$ cat config.mk
export PLATFORM = sky130hd
export DESIGN_NAME = nec_ir_frame_decoder_core_flat
export DESIGN_NICKNAME = d
export VERILOG_FILES = /design/src/hw/rtl/necir_pkg.sv /design/src/hw/rtl/necir_req_if.sv /design/src/hw/rtl/necir_rsp_if.sv /design/src/hw/rtl/nec_ir_frame_decoder_core.sv /design/src/flat_wrapper.sv
export VERILOG_INCLUDE_DIRS = /design/src /design/src/hw/rtl
export SDC_FILE = /design/constraint.sdc
export NUM_CORES = 1
export LEC_CHECK = 0
export BUFFER_PORTS_ARGS = -buffer_cell sky130_fd_sc_hd__buf_2
export CAP_MARGIN = 10
export CORE_MARGIN = 4
export CORE_UTILIZATION = 25
export DETAILED_ROUTE_END_ITERATION = 6
export GPL_ROUTABILITY_DRIVEN = 0
export PLACE_DENSITY_LB_ADDON = 0.12
export REMOVE_ABC_BUFFERS = 1
export SYNTH_ARGS = -nofsm -noshare
export SYNTH_HDL_FRONTEND = slang
export SYNTH_SLANG_ARGS = --single-unit
$ cat constraint.sdc
create_clock -name clock -period 13.2 [get_ports clock]
set_input_delay 1.32 -clock clock [delete_from_list [all_inputs] [get_ports clock]]
set_output_delay 1.32 -clock clock [all_outputs]
set_load 0.1 [all_outputs]
$ cat src/hw/rtl/nec_ir_frame_decoder_core_assert.svh
// ----------------------------------------------------------------------------
// NEC IR frame decoder assertion macros
// Shared concurrent assertion forms used by the decoder RTL.
// ----------------------------------------------------------------------------
`ifndef NEC_IR_FRAME_DECODER_CORE_ASSERT_SVH
`define NEC_IR_FRAME_DECODER_CORE_ASSERT_SVH

// The consequent must hold in the same cycle as the antecedent.
`define NECIR_ASSERT_SAME(lbl, clk, rst, ante, cons) \
   lbl: assert property (@(posedge clk) disable iff (rst) (ante) |-> (cons)) \
      else $error("necir assertion failed");

// The consequent must hold in the cycle after the antecedent.
`define NECIR_ASSERT_NEXT(lbl, clk, rst, ante, cons) \
   lbl: assert property (@(posedge clk) disable iff (rst) (ante) |=> (cons)) \
      else $error("necir assertion failed");

`endif

$ cat src/hw/rtl/necir_pkg.sv
// ----------------------------------------------------------------------------
// NEC IR frame decoder package
// Widths, register indexes and reset values shared by the decoder files.
// ----------------------------------------------------------------------------
package necir_pkg;

   localparam int INTERVAL_W = 16;
   localparam int BYTE_W     = 8;
   localparam int FRAME_W    = 32;
   localparam int POS_W      = 6;
   localparam int CSR_IDX_W  = 3;
   localparam int CSR_DATA_W = 16;

   // Header slot plus 32 data edges.
   localparam logic [POS_W-1:0] FRAME_EDGES = 6'd33;
   localparam logic [BYTE_W-1:0] INV_MATCH  = 8'hFF;

   localparam logic [INTERVAL_W-1:0] SYNC_MIN_RST = 16'd50;
   localparam logic [INTERVAL_W-1:0] SYNC_MAX_RST = 16'd150;
   localparam logic [BYTE_W-1:0]     ZERO_MIN_RST = 8'd8;
   localparam logic [BYTE_W-1:0]     ZERO_MAX_RST = 8'd15;
   localparam logic [BYTE_W-1:0]     ONE_MIN_RST  = 8'd18;
   localparam logic [BYTE_W-1:0]     ONE_MAX_RST  = 8'd25;

   typedef enum logic [CSR_IDX_W-1:0] {
      CSR_SYNC_MIN = 3'd0,
      CSR_SYNC_MAX = 3'd1,
      CSR_ZERO_MIN = 3'd2,
      CSR_ZERO_MAX = 3'd3,
      CSR_ONE_MIN  = 3'd4,
      CSR_ONE_MAX  = 3'd5
   } csr_index_type;

endpackage

$ cat src/hw/rtl/necir_req_if.sv
// ----------------------------------------------------------------------------
// NEC IR edge channel
// Valid/ready channel carrying one falling-edge interval per transfer.
// ----------------------------------------------------------------------------
interface necir_req_if
   import necir_pkg::*;
();
   logic                  valid;
   logic                  ready;
   logic [INTERVAL_W-1:0] edge_interval;

   modport source (output valid, output edge_interval, input ready);
   modport sink   (input valid, input edge_interval, output ready);
endinterface

$ cat src/hw/rtl/necir_rsp_if.sv
// ----------------------------------------------------------------------------
// NEC IR frame channel
// Valid/ready channel carrying one decoded frame per transfer.
// ----------------------------------------------------------------------------
interface necir_rsp_if
   import necir_pkg::*;
();
   logic               valid;
   logic               ready;
   logic [BYTE_W-1:0]  device_address;
   logic [BYTE_W-1:0]  command_code;
   logic [FRAME_W-1:0] raw_frame;
   logic               frame_valid;

   modport source (output valid, output device_address, output command_code,
                   output raw_frame, output frame_valid, input ready);
   modport sink   (input valid, input device_address, input command_code,
                   input raw_frame, input frame_valid, output ready);
endinterface

$ cat src/hw/rtl/nec_ir_frame_decoder_core.sv
// ----------------------------------------------------------------------------
// NEC IR frame decoder core
// Decodes falling-edge intervals into address, command and raw frame words.
// ----------------------------------------------------------------------------
//  Channel  Direction  Carries
//  req_ch   in         edge_interval, one falling edge per transfer
//  rsp_ch   out        device_address, command_code, raw_frame, frame_valid
//  csr_*    in         window register writes, no read-back
//
// One edge is accepted per cycle while req_ch.ready is high. The last edge of
// a frame passes the edge register, loaded at the transfer, and then the
// result register, which drives rsp_ch.valid. The single decode stage updates
// the frame state as each edge leaves the edge register.
// Synchronous reset disarms capture and restores the default windows.
// A result held by a stalled sink holds the edge register, and req_ch.ready
// falls only when both stages are occupied.
// ----------------------------------------------------------------------------
`include "nec_ir_frame_decoder_core_assert.svh"

module nec_ir_frame_decoder_core
   import necir_pkg::*;
(
   input  logic                  clock,
   input  logic                  reset,
   necir_req_if.sink             req_ch,
   necir_rsp_if.source           rsp_ch,
   input  logic                  csr_wr_en,
   input  logic [CSR_IDX_W-1:0]  csr_index,
   input  logic [CSR_DATA_W-1:0] csr_wr_data
);

   logic [INTERVAL_W-1:0] sync_min_ff, sync_max_ff;
   logic [BYTE_W-1:0]     zero_min_ff, zero_max_ff, one_min_ff, one_max_ff;

   logic                  s1_valid_ff, s1_valid_in;
   logic [INTERVAL_W-1:0] s1_interval_ff;

   logic                  armed_ff, armed_in;
   logic [POS_W-1:0]      pos_ff, pos_in;
   logic [FRAME_W-1:0]    bits_ff, bits_in;
   logic                  prev_ff, prev_in;

   logic                  rsp_valid_ff, rsp_valid_in;
   logic [FRAME_W-1:0]    rsp_frame_ff;

   logic                  advance, req_fire, s1_fire, emit;
   logic                  sync_hit, zero_hit, one_hit, bit_val;
   logic [POS_W-1:0]      pos_eff, pos_next;
   logic [4:0]            bit_idx;

   // Configuration registers.
   always_ff @(posedge clock) begin
      if (reset) begin
         sync_min_ff <= SYNC_MIN_RST;
         sync_max_ff <= SYNC_MAX_RST;
         zero_min_ff <= ZERO_MIN_RST;
         zero_max_ff <= ZERO_MAX_RST;
         one_min_ff  <= ONE_MIN_RST;
         one_max_ff  <= ONE_MAX_RST;
      end else if (csr_wr_en) begin
         case (csr_index_type'(csr_index))
            CSR_SYNC_MIN: sync_min_ff <= csr_wr_data;
            CSR_SYNC_MAX: sync_max_ff <= csr_wr_data;
            CSR_ZERO_MIN: zero_min_ff <= csr_wr_data[BYTE_W-1:0];
            CSR_ZERO_MAX: zero_max_ff <= csr_wr_data[BYTE_W-1:0];
            CSR_ONE_MIN:  one_min_ff  <= csr_wr_data[BYTE_W-1:0];
            CSR_ONE_MAX:  one_max_ff  <= csr_wr_data[BYTE_W-1:0];
            default: ;
         endcase
      end
   end

   // Handshake and stage control.
   assign advance      = !rsp_valid_ff || rsp_ch.ready;
   assign req_ch.ready = !s1_valid_ff || advance;
   assign req_fire     = req_ch.valid && req_ch.ready;
   assign s1_fire      = s1_valid_ff && advance;

   always_comb begin
      s1_valid_in = s1_valid_ff;
      if (req_fire) begin
         s1_valid_in = 1'b1;
      end else if (advance) begin
         s1_valid_in = 1'b0;
      end
   end

   // Decode of one edge against the current frame state.
   always_comb begin
      sync_hit = (s1_interval_ff >= sync_min_ff) && (s1_interval_ff < sync_max_ff);
      // Bit windows are compared over the full interval width.
      zero_hit = (s1_interval_ff >= INTERVAL_W'(zero_min_ff)) &&
                 (s1_interval_ff <  INTERVAL_W'(zero_max_ff));
      one_hit  = (s1_interval_ff >= INTERVAL_W'(one_min_ff)) &&
                 (s1_interval_ff <  INTERVAL_W'(one_max_ff));
      pos_eff  = sync_hit ? '0 : pos_ff;
      bit_val  = zero_hit ? 1'b0 : (one_hit ? 1'b1 : prev_ff);
      bit_idx  = 5'(pos_eff - 6'd1);
      pos_next = pos_eff + 6'd1;

      armed_in = armed_ff;
      pos_in   = pos_ff;
      bits_in  = bits_ff;
      prev_in  = prev_ff;
      emit     = 1'b0;

      if (!armed_ff) begin
         armed_in = 1'b1;
         pos_in   = '0;
      end else if (pos_eff == '0 || pos_eff >= FRAME_EDGES) begin
         // Header slot: start a fresh frame.
         pos_in  = 6'd1;
         bits_in = '0;
         prev_in = 1'b0;
      end else begin
         prev_in          = bit_val;
         bits_in[bit_idx] = bits_ff[bit_idx] | bit_val;
         if (pos_next == FRAME_EDGES) begin
            emit     = 1'b1;
            pos_in   = '0;
            armed_in = 1'b0;
         end else begin
            pos_in = pos_next;
         end
      end
   end

   always_comb begin
      rsp_valid_in = rsp_valid_ff;
      if (advance) begin
         rsp_valid_in = s1_fire && emit;
      end
   end

   always_ff @(posedge clock) begin
      if (reset) begin
         s1_valid_ff  <= 1'b0;
         rsp_valid_ff <= 1'b0;
         armed_ff     <= 1'b0;
         pos_ff       <= '0;
         bits_ff      <= '0;
         prev_ff      <= 1'b0;
      end else begin
         s1_valid_ff  <= s1_valid_in;
         rsp_valid_ff <= rsp_valid_in;
         if (s1_fire) begin
            armed_ff <= armed_in;
            pos_ff   <= pos_in;
            bits_ff  <= bits_in;
            prev_ff  <= prev_in;
         end
      end
   end

   always_ff @(posedge clock) begin
      if (req_fire) begin
         s1_interval_ff <= req_ch.edge_interval;
      end
      if (s1_fire && emit) begin
         rsp_frame_ff <= bits_in;
      end
   end

   assign rsp_ch.valid          = rsp_valid_ff;
   assign rsp_ch.raw_frame      = rsp_frame_ff;
   assign rsp_ch.device_address = rsp_frame_ff[7:0];
   assign rsp_ch.command_code   = rsp_frame_ff[23:16];
   assign rsp_ch.frame_valid    = (rsp_frame_ff[23:16] ^ rsp_frame_ff[31:24]) == INV_MATCH;

   `NECIR_ASSERT_SAME(a_pos_range, clock, reset, 1'b1, pos_ff < FRAME_EDGES)
   `NECIR_ASSERT_SAME(a_disarmed_pos, clock, reset, !armed_ff, pos_ff == '0)
   `NECIR_ASSERT_NEXT(a_emit_disarms, clock, reset, s1_fire && emit, !armed_ff && rsp_valid_ff)
   `NECIR_ASSERT_NEXT(a_result_source, clock, reset,
                      !s1_valid_ff && !rsp_valid_ff, !rsp_valid_ff)

endmodule

$ cat src/flat_wrapper.sv
// flat-port wrapper written by rule: the top's interface ports become plain ports
module nec_ir_frame_decoder_core_flat import necir_pkg::*;
  (clock, reset, csr_wr_en, csr_index, csr_wr_data, req_ch_valid, req_ch_edge_interval, req_ch_ready, rsp_ch_valid, rsp_ch_device_address, rsp_ch_command_code, rsp_ch_raw_frame, rsp_ch_frame_valid, rsp_ch_ready);
  necir_req_if req_ch_i ();
  necir_rsp_if rsp_ch_i ();
  input  logic clock;
  input  logic reset;
  input  logic csr_wr_en;
  input  logic [CSR_IDX_W-1:0] csr_index;
  input  logic [CSR_DATA_W-1:0] csr_wr_data;
  input wire logic [$bits(req_ch_i.valid)-1:0] req_ch_valid;
  input wire logic [$bits(req_ch_i.edge_interval)-1:0] req_ch_edge_interval;
  output wire logic [$bits(req_ch_i.ready)-1:0] req_ch_ready;
  output wire logic [$bits(rsp_ch_i.valid)-1:0] rsp_ch_valid;
  output wire logic [$bits(rsp_ch_i.device_address)-1:0] rsp_ch_device_address;
  output wire logic [$bits(rsp_ch_i.command_code)-1:0] rsp_ch_command_code;
  output wire logic [$bits(rsp_ch_i.raw_frame)-1:0] rsp_ch_raw_frame;
  output wire logic [$bits(rsp_ch_i.frame_valid)-1:0] rsp_ch_frame_valid;
  input wire logic [$bits(rsp_ch_i.ready)-1:0] rsp_ch_ready;
  assign req_ch_i.valid = req_ch_valid;
  assign req_ch_i.edge_interval = req_ch_edge_interval;
  assign req_ch_ready = req_ch_i.ready;
  assign rsp_ch_valid = rsp_ch_i.valid;
  assign rsp_ch_device_address = rsp_ch_i.device_address;
  assign rsp_ch_command_code = rsp_ch_i.command_code;
  assign rsp_ch_raw_frame = rsp_ch_i.raw_frame;
  assign rsp_ch_frame_valid = rsp_ch_i.frame_valid;
  assign rsp_ch_i.ready = rsp_ch_ready;
  nec_ir_frame_decoder_core u_core (.clock(clock), .reset(reset), .req_ch(req_ch_i), .rsp_ch(rsp_ch_i), .csr_wr_en(csr_wr_en), .csr_index(csr_index), .csr_wr_data(csr_wr_data));
endmodule
==> results.sh, run 1 <==
export IMPL_clk_transition_reported_paths_ns=0.07
export IMPL_p_comb_share_pct=9.2
export IMPL_drv_cap=0
export IMPL_ir_worst_vdd_uv=94.91
export IMPL_htree_num_levels=4
export IMPL_dp_slack_ns=7.294
export IMPL_power_switching_w=0.0002890
export IMPL_hold_depth=2
export IMPL_rsz0062_at_grt="false"
export IMPL_hold_buffers=0
export IMPL_fin_util_pct=29.30
export IMPL_routed_wl_um=27220
export IMPL_crit_type="reg2reg"
export IMPL_finalSetupTns_ns=0
export IMPL_holdCritStartpoint="u_core.one_min_ff[2]$_SDFFE_PP0P_"
export IMPL_avgViaCountPerCell=4.772
export IMPL_slew_headroom_pct=23.56
export IMPL_fmax_mhz=168.0
export IMPL_grt_pass1_wl_um=42300
export IMPL_cell_internal_pwr_w=0.0008103
export IMPL_synth_most_common_cell="nand2_1"
export IMPL_clock_sinks=154
export IMPL_drtIter0Drc=482
export IMPL_critPathSlowestCell="a21oi_1"
export IMPL_netlist_top_cell_by_area="dfxtp_1"
export IMPL_core_um2=34800
export IMPL_synthToLayoutAreaGrowth_pct=14.55
export IMPL_wl_met3_um=1013
export IMPL_synthTopCellsByArea="dfxtp_1 (24%), edfxtp_1 (16%), ha_1 (9.4%)"
export IMPL_die_w_um=196.7
export IMPL_drcViolationCount=0
export IMPL_pwr_share_clk_pct=44.9
export IMPL_seqPwrFrac_pct=45.9
export IMPL_rows=68
export IMPL_max_slew_worst_pin_slew_ns=1.144
export IMPL_switching_share_pct=26.29
export IMPL_first_pass_iters=5
export IMPL_grt_pass1_vias=7223
export IMPL_cts_resized_gates=0
export IMPL_path_buf_inv=2
export IMPL_cts_buffers=17
export IMPL_cts_buffer_depth=2
export IMPL_diodes=0
export IMPL_drive_above_1_share_pct=14.23
export IMPL_detail_route_antenna_nets=0
export IMPL_wl_met2_um=13120
export IMPL_crit_cells=18
export IMPL_dp_hpwl_um=19050
export IMPL_fin_nets=1190
export IMPL_synth_async_reset_ratio_pct=0
export IMPL_crit_arrival_ns=6.11
export IMPL_synth_area_um2=8902
export IMPL_ys_seq_elements=154
export IMPL_crit_family="compound AO/OA/AOI/OAI gates"
export IMPL_overflow=0
export IMPL_reg2reg_from="u_core.s1_interval_ff[5]$_DFFE_PP_"
export IMPL_slowest_delay_ns=0.73
export IMPL_status="completed"
export IMPL_startpoint_type="flip-flop"
export IMPL_post_drt_wl_per_cell_um=17.55
export IMPL_rr_worst_depth=18
export IMPL_grt_max_degree=56
export IMPL_min_period_ns=5.953
export IMPL_crit_path_end_kind="flip-flop"
export IMPL_ioPinCount=91
export IMPL_setup_viol=0
export IMPL_finClkSkew_ns=0.01415
export IMPL_yosysTopAreaCellShare_pct=23.84
export IMPL_die_area_um2=38690
export IMPL_synth_edff_count=48
export IMPL_cts_tree="built"
export IMPL_fin_crit_sh_pct=45.10
export IMPL_synthDistinctLibCells=72
export IMPL_fin_ws_ns=7.247
export IMPL_yosysSeqAreaShare_pct=40.03
export IMPL_vias=7401
export IMPL_grt_usage_pct=13.99
export IMPL_cts_setup_buffers=0
export IMPL_hold_path_class="reg2reg"
export IMPL_io_buffers=90
export IMPL_die_h_um=196.7
export IMPL_p_leak_nw=3.956
export IMPL_power_density_nw_per_um2=107.8
export IMPL_path_cells="ha_1 > and4_1 > nand3_1 > a221o_1 > nand4_1 > a21oi_1 > inv_1 > ha_1 > nand2b_1 > o22ai_1 > a22oi_1 > o221ai_1 > a21o_1 > o21ai_0 > a21boi_2 > a21oi_4 > buf_4 > o31ai_1"
export IMPL_hold_viol=0
export IMPL_synthTopCellsByCount="nand2_1 (192), dfxtp_1 (106), a21oi_1 (86), inv_1 (76), ha_1 (67)"
export IMPL_top_layer_used="met4"
export IMPL_syn_inst=1035
export IMPL_report_final_slew_viol_count=0
export IMPL_syn_area_per_cell_um2=8.601
export IMPL_crit_start="u_core.s1_interval_ff[5]$_DFFE_PP_"
export IMPL_cpMostUsedCell="ha_1"
export IMPL_ctsRootBufferMaster="clkbuf_16"
export IMPL_yosys_warnings=0
export IMPL_drt_met1_wl_um=12770
export IMPL_worstPathRequired_ns=13.36
export IMPL_clk_latency_ns=0.45
export IMPL_worstPathMaxFanout=40
export IMPL_ys_flop_type="dfxtp_1"
export IMPL_antenna_found_initial=0
export IMPL_start_util_pct=25.58
-- power groups by stage --
stage | logic, W | registers (W) | clock network (W)
2_1_floorplan | 0.0000612 | 0.000513 | 0
3_3_place_gp | 0.000102 | 0.000516 | 0
3_5_place_dp | 0.000102 | 0.000516 | 0
4_1_cts | 0.000103 | 0.000505 | 0.000512
5_1_grt | 0.000116 | 0.000506 | 0.000530
6_report | 0.000101 | 0.000505 | 0.000493
-- flip-flops by register name (all words and copies together) (netlist names) --
signal / count
u_core.sync_max_ff: 16
u_core.rsp_ch.raw_frame: 32
u_core.one_max_ff: 8
u_core.s1_valid_ff: 1
u_core.sync_min_ff: 16
u_core.armed_ff: 1
u_core.one_min_ff: 8
u_core.rsp_ch.valid: 1
u_core.zero_min_ff: 8
u_core.zero_max_ff: 8
u_core.s1_interval_ff: 16
u_core.prev_ff: 1
u_core.bits_ff: 32
u_core.pos_ff: 6
-- final cells by class --
cell class,count,area (µm²)
clock inverters,14,148.9
fillers,3745,24600
inverters,76,285.3
multi-input cells,735,4683
clock buffers,18,429.2
well taps,455,569.3
flip-flops and latches,154,3563
repair buffers,99,518.0
-- routing by layer --
metal  GRT usage (%)  up-vias
li1                -     3742
met1           18.56     3484
met2           23.48      158
met3           2.735       17
met4           3.647        0
met5               0        -
-- cells in the final DEF, fill, tap and decap left out, drive strengths merged, types with 5 or more instances in the layout --
cell / n
a31oi: 7
nand2: 192
clkinvlp: 6
nand3b: 14
buf: 99
nand2b: 8
xor2: 10
and3: 19
a21oi: 88
nor2: 36
inv: 78
a21o: 19
o21ai: 73
edfxtp: 48
nand4: 8
nor3: 11
o31ai: 16
ha: 67
nor3b: 5
o2bb2ai: 20
clkbuf: 18
o22ai: 8
nand3: 27
o21a: 10
o32ai: 5
a211o: 5
dfxtp: 106
a22o: 8
and2: 19
mux2i: 5
-- worst reg2reg max path: stages (launching register included) --
cell and delay, ns:
edfxtp_1 0.52, ha_1 0.35, and4_1 0.21, nand3_1 0.09, a221o_1 0.12, nand4_1 0.53
a21oi_1 0.74, inv_1 0.21, ha_1 0.39, nand2b_1 0.32, o22ai_1 0.55, a22oi_1 0.18
o221ai_1 0.22, a21o_1 0.17, o21ai_0 0.09, a21boi_2 0.21, a21oi_4 0.14, buf_4 0.45
o31ai_1 0.17
-- path summary, 6_finish.rpt --
kind	end	slack, ns
worst max-delay path	u_core.rsp_ch.raw_frame[3]$_DFFE_PP_	7.25
worst max register to register	u_core.rsp_ch.raw_frame[3]$_DFFE_PP_	7.25
worst min-delay path	u_core.one_min_ff[2]$_SDFFE_PP0P_	0.46
worst min register to register	u_core.one_min_ff[2]$_SDFFE_PP0P_	0.46
-- cell families after synthesis --
kind of cell / count (synthesis) / share of synthesized area, %
buffers and inverters: 146 / 7.435
adders and majority gates: 67 / 9.417
and+or+nand+nor: 355 / 18.54
muxes: 10 / 1.616
DFF: 154 / 40.03
xor gates and xnor gates: 14 / 1.377
AOI/OAI and AO/OA: 289 / 21.59
-- through the flow --
stage	instance area [µm²]	hold WS, ns	std cells	total power [W]
after global routing	10200	0.4751	1551	0.001151
final	10200	0.4557	1551	0.001099
after floorplan	8526	0.4303	965	0.0005741
after detailed placement	9612	0.4476	1518	0.0006177
after CTS	10190	0.4575	1550	0.001120
after global placement	9612	0.4429	1518	0.0006176
(Power assumes the default switching activity.)
==> inputs of run 2 (changes only) <==
--- a/config.mk
+++ b/config.mk
@@ -6,6 +6,7 @@
 export SDC_FILE = /design/constraint.sdc
 export NUM_CORES = 1
 export LEC_CHECK = 0
+export ABC_AREA = 1
 export BUFFER_PORTS_ARGS = -buffer_cell sky130_fd_sc_hd__buf_2
 export CAP_MARGIN = 10
 export CORE_MARGIN = 4
==> constraint.sdc (replaced) <==
create_clock -name clock -period 5.75 [get_ports clock]
set_input_delay 0.575 -clock clock [delete_from_list [all_inputs] [get_ports clock]]
set_output_delay 0.575 -clock clock [all_outputs]
set_load 0.1 [all_outputs]
==> run 2 against run 1 <==
  * Synthesized cell count rose by 8.2%
  * Final area down 1.4%
  * Clock skew is 0.0022 ns lower
  * Global-route usage fell by 0.099 points
  * First-iteration DRC count down 9.3%
  * Area after synthesis fell by 1.7%
  * Highest routed layer unchanged
  * Worst setup slack worse by 5.8 ns
  * Sequential share of layout area increased by 0.49 points
  * Worst hold slack got worse by 0.15 ns
  * Total power grew 130%
==> results.sh, run 2 <==
export IMPL_status="completed"
export IMPL_start_util_pct=25.33
export IMPL_cell_internal_pwr_w=0.001896
export IMPL_setup_viol=0
export IMPL_ctsRootBufferMaster="clkbuf_16"
export IMPL_clk_latency_ns=0.44
export IMPL_dp_hpwl_um=17790
export IMPL_max_slew_worst_pin_slew_ns=0.9540
export IMPL_power_density_nw_per_um2=253.2
export IMPL_synthDistinctLibCells=40
export IMPL_grt_pass1_vias=7369
export IMPL_die_w_um=195.1
export IMPL_detail_route_antenna_nets=0
export IMPL_yosysTopAreaCellShare_pct=24.26
export IMPL_yosysSeqAreaShare_pct=40.73
export IMPL_clock_sinks=154
export IMPL_seqPwrFrac_pct=45.5
export IMPL_drcViolationCount=0
export IMPL_reg2reg_to="u_core.rsp_ch.raw_frame[29]$_DFFE_PP_"
export IMPL_synth_edff_count=48
export IMPL_crit_arrival_ns=4.45
export IMPL_io_buffers=90
export IMPL_fin_nets=1274
export IMPL_p_leak_nw=4.209
export IMPL_cts_resized_gates=0
export IMPL_worstPathMaxFanout=27
export IMPL_startpoint_type="flip-flop"
export IMPL_worstPathRequired_ns=5.89
export IMPL_fin_util_pct=29.11
export IMPL_cts_setup_buffers=0
export IMPL_netlist_top_cell_by_area="dfxtp_1"
export IMPL_reg2reg_from="u_core.s1_interval_ff[3]$_DFFE_PP_"
export IMPL_cts_tree="built"
export IMPL_avgViaCountPerCell=4.563
export IMPL_fin_crit_sh_pct=74.86
export IMPL_rr_worst_depth=24
export IMPL_hold_ws_ns=0.3029
export IMPL_regToRegSetupSlack_ns=1.45
export IMPL_cts_buffer_depth=2
export IMPL_cts_buffers=17
export IMPL_synthToLayoutAreaGrowth_pct=14.96
export IMPL_drv_cap=0
export IMPL_vias=7461
export IMPL_htree_num_levels=4
export IMPL_hold_path_class="in2reg"
export IMPL_hold_depth=1
export IMPL_crit_path_end_kind="flip-flop"
export IMPL_synth_area_um2=8748
export IMPL_final_cell_mix="nand2_1 (174), inv_1 (157), a21oi_1 (142)"
export IMPL_antenna_found_initial=0
export IMPL_synth_most_common_cell="nand2_1"
export IMPL_rsz0062_at_grt="false"
export IMPL_drtIter0Drc=437
export IMPL_ir_worst_vdd_uv=207.3
export IMPL_report_final_slew_viol_count=0
export IMPL_hold_buffers=0
export IMPL_pwr_share_clk_pct=46.4
export IMPL_synthTopCellsByArea="dfxtp_1 (24%), edfxtp_1 (16%), ha_1 (9.6%)"
export IMPL_ys_flop_type="dfxtp_1"
export IMPL_syn_inst=1120
export IMPL_diodes=0
export IMPL_crit_type="reg2reg"
export IMPL_grt_usage_pct=13.89
export IMPL_grt_max_degree=62
export IMPL_die_area_um2=38050
export IMPL_hold_end="u_core.s1_interval_ff[9]$_DFFE_PP_"
export IMPL_hold_viol=0
export IMPL_clk_transition_reported_paths_ns=0.07
export IMPL_post_drt_wl_per_cell_um=16.11
export IMPL_routed_wl_um=26340
export IMPL_drive_above_1_share_pct=14.07
export IMPL_switching_share_pct=25.52
export IMPL_p_comb_share_pct=8.1
export IMPL_rows=68
export IMPL_synth_async_reset_ratio_pct=0
export IMPL_grt_pass1_wl_um=42120
export IMPL_holdCritStartpoint="req_ch_edge_interval[9]"
export IMPL_ioPinCount=91
export IMPL_final_common_cell="nand2_1"
export IMPL_fmax_mhz=232.3
export IMPL_finalSetupTns_ns=0
export IMPL_die_h_um=195.1
export IMPL_synthTopCellsByCount="nand2_1 (175), inv_1 (157), a21oi_1 (142), nand3_1 (112), dfxtp_1 (106)"
export IMPL_ys_seq_elements=154
export IMPL_finClkSkew_ns=0.01190
export IMPL_min_period_ns=4.304
export IMPL_yosys_warnings=0
export IMPL_slew_headroom_pct=36.17
export IMPL_overflow=0
export IMPL_core_um2=34540
export IMPL_first_pass_iters=5
export IMPL_syn_area_per_cell_um2=7.811
export IMPL_power_switching_w=0.0006498
==> run 2: cell count changes in the layout (fill, tap and decap cells not counted), sizes merged, moves of 20 or more <==
cell | previous run | this run
inv | 78 | 172
nand4 | 8 | 37
a21oi | 88 | 142
nand3 | 27 | 113
o2bb2ai | 20 | 0
o21ai | 73 | 94
==> run 2: worst max-delay path, cell delays in order (launching register included) <==
cell	delay, ns
edfxtp_1	0.53
ha_1	0.36
a21oi_1	0.15
nand2_1	0.13
nand2_1	0.08
nand2_1	0.07
nand2_1	0.10
nand3_4	0.09
nand2_2	0.32
ha_1	0.34
inv_1	0.06
nand2_1	0.06
nand2_1	0.05
buf_4	0.21
inv_2	0.33
nand2_1	0.10
nand2_1	0.07
nand2_1	0.04
nand2_1	0.07
nand2_1	0.06
nand2_2	0.12
buf_4	0.32
nand3_1	0.16
nand2_1	0.08
o21ai_0	0.08
==> run 2: worst max-delay path by stage <==
stage,startpoint,endpoint,slack (ns),depth (start not counted)
after floorplan,u_core.s1_interval_ff[5]$_DFFE_PP_,u_core.rsp_ch.raw_frame[0]$_DFFE_PP_,0.42,15
after global placement,u_core.s1_interval_ff[3]$_DFFE_PP_,u_core.rsp_ch.raw_frame[29]$_DFFE_PP_,1.43,27
after detailed placement,u_core.s1_interval_ff[3]$_DFFE_PP_,u_core.rsp_ch.raw_frame[29]$_DFFE_PP_,1.40,27
after CTS,u_core.s1_interval_ff[3]$_DFFE_PP_,u_core.rsp_ch.raw_frame[29]$_DFFE_PP_,1.39,27
after global routing,u_core.s1_interval_ff[3]$_DFFE_PP_,u_core.rsp_ch.raw_frame[16]$_DFFE_PP_,0.99,27
final,u_core.s1_interval_ff[3]$_DFFE_PP_,u_core.rsp_ch.raw_frame[29]$_DFFE_PP_,1.45,24
==> run 2: cells by family after synthesis <==
| kind of cell | count (synthesis) | share of synthesized area, % |
|---|---|---|
| AO/OA/AOI/OAI | 265 | 16.15 |
| XOR/XNOR | 11 | 1.101 |
| AND/OR/NAND/NOR | 384 | 20.58 |
| adder cells (fa/ha/maj) | 67 | 9.582 |
| flip-flops | 154 | 40.73 |
| buffers and inverters | 239 | 11.86 |
==> run 2: cell type report <==
| cell class | instances | area (µm²) |
|---|---|---|
| fill | 3726 | 24490 |
| multi-input combinational | 727 | 4159 |
| sequential | 154 | 3563 |
| inverter | 168 | 633.1 |
| tap | 455 | 569.3 |
| timing repair buffer | 99 | 518.0 |
| clock buffer | 22 | 516.7 |
| clock inverter | 10 | 97.59 |
==> run 2: layer usage <==
layer	global-route usage [%]	vias to the layer above	share of wire, %
met5	0	-	0
met4	3.827	0	1.4
li1	-	3856	-
met3	2.812	20	3.2
met1	18.23	3474	47
met2	23.32	111	48
==> run 2: power by group through the flow <==
stage / registers [W] / clock network [W] / logic, W
floorplan: 0.00118 / 0 / 0.000126
global placement: 0.00118 / 0 / 0.000209
detailed placement: 0.00118 / 0 / 0.000211
CTS: 0.00116 / 0.00122 / 0.000212
global route: 0.00116 / 0.00127 / 0.000241
finish: 0.00116 / 0.00118 / 0.000207
==> run 2: metrics by stage <==
step / instances / instance area [µm²] / total power (W) / setup WS, ns
3_3_place_gp: 1603 / 9443 / 0.001392 / 1.425
6_report: 1635 / 10060 / 0.002546 / 1.446
2_1_floorplan: 1049 / 8344 / 0.001302 / 0.4234
5_1_grt: 1635 / 10060 / 0.002670 / 0.9915
4_1_cts: 1635 / 10060 / 0.002595 / 1.392
3_5_place_dp: 1603 / 9443 / 0.001394 / 1.398
==> inputs of run 3 (changes only) <==
--- a/config.mk
+++ b/config.mk
@@ -6,7 +6,7 @@
 export SDC_FILE = /design/constraint.sdc
 export NUM_CORES = 1
 export LEC_CHECK = 0
-export ABC_AREA = 1
+export ABC_AREA = 0
 export BUFFER_PORTS_ARGS = -buffer_cell sky130_fd_sc_hd__buf_2
 export CAP_MARGIN = 10
 export CORE_MARGIN = 4
==> constraint.sdc (replaced) <==
create_clock -name clock -period 3.8 [get_ports clock]
set_input_delay 0.38 -clock clock [delete_from_list [all_inputs] [get_ports clock]]
set_output_delay 0.38 -clock clock [all_outputs]
set_load 0.1 [all_outputs]
==> run 3 against run 2 <==
  * Largest cell class unchanged
  * The flow now finishes with violations (setup timing)
  * Critical endpoint is now u_core.rsp_ch.raw_frame[11]$_DFFE_PP_
  * Largest power group is now registers
  * Die area is 1.7% higher
  * Cell count is 2.1% higher
  * Clock power is 47% higher
==> results.sh, run 3 (synthesized netlist as in run 1, its figures left out) <==
export IMPL_overflow=0
export IMPL_fin_crit_sh_pct=107.5
export IMPL_violations="setup timing"
export IMPL_clock_sinks=154
export IMPL_clk_transition_reported_paths_ns=0.07
export IMPL_fin_nets=1308
export IMPL_p_leak_nw=4.779
export IMPL_grt_pass1_vias=7816
export IMPL_ioPinCount=91
export IMPL_grt_pass1_wl_um=45550
export IMPL_report_final_slew_viol_count=0
export IMPL_final_common_cell="nand2_1"
export IMPL_synthToLayoutAreaGrowth_pct=35.92
export IMPL_die_w_um=196.7
export IMPL_dp_hpwl_um=19980
export IMPL_rsz0062_at_grt="true"
export IMPL_vias=7903
export IMPL_hold_end="u_core.s1_interval_ff[15]$_DFFE_PP_"
export IMPL_drtIter0Drc=396
export IMPL_wl_met2_um=14690
export IMPL_drive_above_1_share_pct=29.00
export IMPL_dp_slack_ns=-0.6989
export IMPL_pwr_share_clk_pct=43.7
export IMPL_p_comb_share_pct=12.6
export IMPL_worstPathMaxFanout=6
export IMPL_power_switching_w=0.001082
export IMPL_switching_share_pct=27.08
export IMPL_startpoint_type="flip-flop"
export IMPL_min_period_ns=4.083
export IMPL_die_h_um=196.7
export IMPL_fmax_mhz=244.9
export IMPL_cts_buffers=17
export IMPL_grt_max_degree=57
export IMPL_max_slew_worst_pin_slew_ns=1.055
export IMPL_cts_tree="built"
export IMPL_hold_path_class="in2reg"
export IMPL_htree_num_levels=4
export IMPL_antenna_found_initial=1
export IMPL_seqPwrFrac_pct=43.7
export IMPL_fin_util_pct=34.77
export IMPL_drv_cap=0
export IMPL_finClkSkew_ns=0.01201
export IMPL_dpl_instance_area_um2=10290
export IMPL_setup_viol=89
export IMPL_drcViolationCount=0
export IMPL_post_route_cell_area_um2=12100
export IMPL_status="complete, but fails checks"
export IMPL_hold_depth=1
export IMPL_drt_met1_wl_um=13810
export IMPL_post_drt_wl_per_cell_um=17.94
export IMPL_avgViaCountPerCell=4.732
export IMPL_final_cell_mix="nand2_1 (190), dfxtp_1 (106), buf_2 (91)"
export IMPL_cell_internal_pwr_w=0.002912
export IMPL_grt_usage_pct=15.16
export IMPL_core_um2=34800
export IMPL_reg2reg_from="u_core.s1_interval_ff[9]$_DFFE_PP_"
export IMPL_wl_met3_um=1130
export IMPL_slew_headroom_pct=29.13
export IMPL_holdCritStartpoint="req_ch_edge_interval[15]"
export IMPL_power_density_nw_per_um2=330.0
export IMPL_worstPathRequired_ns=4.00
export IMPL_crit_arrival_ns=4.28
export IMPL_ctsRootBufferMaster="clkbuf_16"
export IMPL_routed_wl_um=29970
export IMPL_start_util_pct=25.58
export IMPL_clk_latency_ns=0.44
export IMPL_io_buffers=90
export IMPL_detail_route_antenna_nets=0
export IMPL_rr_worst_depth=19
export IMPL_reg2reg_to="u_core.rsp_ch.raw_frame[11]$_DFFE_PP_"
export IMPL_rows=68
export IMPL_fin_ws_ns=-0.2833
export IMPL_ir_worst_vdd_uv=319.0
export IMPL_cts_buffer_depth=2
export IMPL_hold_viol=0
export IMPL_first_pass_iters=4
export IMPL_die_area_um2=38690
export IMPL_top_layer_used="met4"
export IMPL_crit_path_end_kind="flip-flop"
export IMPL_regToRegSetupSlack_ns=-0.28
export IMPL_crit_type="reg2reg"
[run 3: cell type report]
type / count / area [µm²]
fill: 3664 / 22700
clock inverter: 13 / 126.4
multi-input combinational: 736 / 5324
inverter: 76 / 290.3
timing repair buffer: 216 / 1760
antenna: 1 / 2.502
sequential: 154 / 3563
clock buffer: 19 / 464.2
tap: 455 / 569.3
[run 3: routing by layer]
metal  vias to the layer above  global-route usage, %
met5                         -                      0
met4                         0                  4.083
met3                        25                  3.231
met2                       141                  25.68
met1                      3758                  19.68
li1                       3979                      -
[run 3: power groups by stage]
stage,registers (W),logic [W],clock network [W]
final,0.00174,0.000504,0.00174
after global routing,0.00175,0.000564,0.00189
after CTS,0.00174,0.000490,0.00181
after detailed placement,0.00178,0.000431,0
after global placement,0.00178,0.000432,0
after floorplan,0.00178,0.000213,0
[run 3: how the worst max path moves through the flow]
stage	start	end	slack, ns	cells past startpoint
2_1_floorplan	u_core.s1_interval_ff[7]$_DFFE_PP_	u_core.rsp_ch.raw_frame[0]$_DFFE_PP_	-1.40	13
6_report	u_core.s1_interval_ff[9]$_DFFE_PP_	u_core.rsp_ch.raw_frame[11]$_DFFE_PP_	-0.28	19
4_1_cts	u_core.s1_interval_ff[7]$_DFFE_PP_	u_core.rsp_ch.raw_frame[11]$_DFFE_PP_	-0.25	19
5_1_grt	u_core.s1_interval_ff[9]$_DFFE_PP_	u_core.rsp_ch.raw_frame[11]$_DFFE_PP_	-0.44	19
3_3_place_gp	u_core.s1_interval_ff[9]$_DFFE_PP_	u_core.bits_ff[3]$_SDFFE_PP0P_	-0.67	20
3_5_place_dp	u_core.s1_interval_ff[9]$_DFFE_PP_	u_core.rsp_ch.raw_frame[2]$_DFFE_PP_	-0.70	19
[run 3: per-stage QoR]
stage               power (W)  TNS [ns]  hold WS (ns)  std cells
global placement     0.002210    -31.38        0.4447       1597
floorplan            0.001994    -93.56        0.4303        965
detailed placement   0.002210    -33.15        0.4470       1597
CTS                  0.004045    -10.77       0.08025       1660
finish               0.003994    -12.67        0.1135       1670
global route         0.004203    -31.39       0.07885       1669
[run 3: worst max-delay path, stage by stage, from the launching register on]
cell	delay [ns]
edfxtp_1	0.48
ha_4	0.28
a21o_1	0.15
a221o_1	0.35
a21oi_2	0.16
o21a_4	0.18
nand2_4	0.07
nand2_4	0.08
buf_6	0.11
ha_4	0.16
buf_8	0.12
inv_2	0.03
or4_4	0.41
a221oi_2	0.25
a211o_1	0.14
o211ai_1	0.18
a21oi_4	0.33
buf_12	0.16
buf_16	0.12
o2bb2ai_4	0.05
[run 3: timing repair]
item / in CTS / in global routing
endpoints found under the setup margin: 98 / 104
hold buffers: 0 / 0
pin swaps: 50 / 31
resized for setup: 85 / 55
buffers inserted: 26 / 9
cloned: 6 / 6
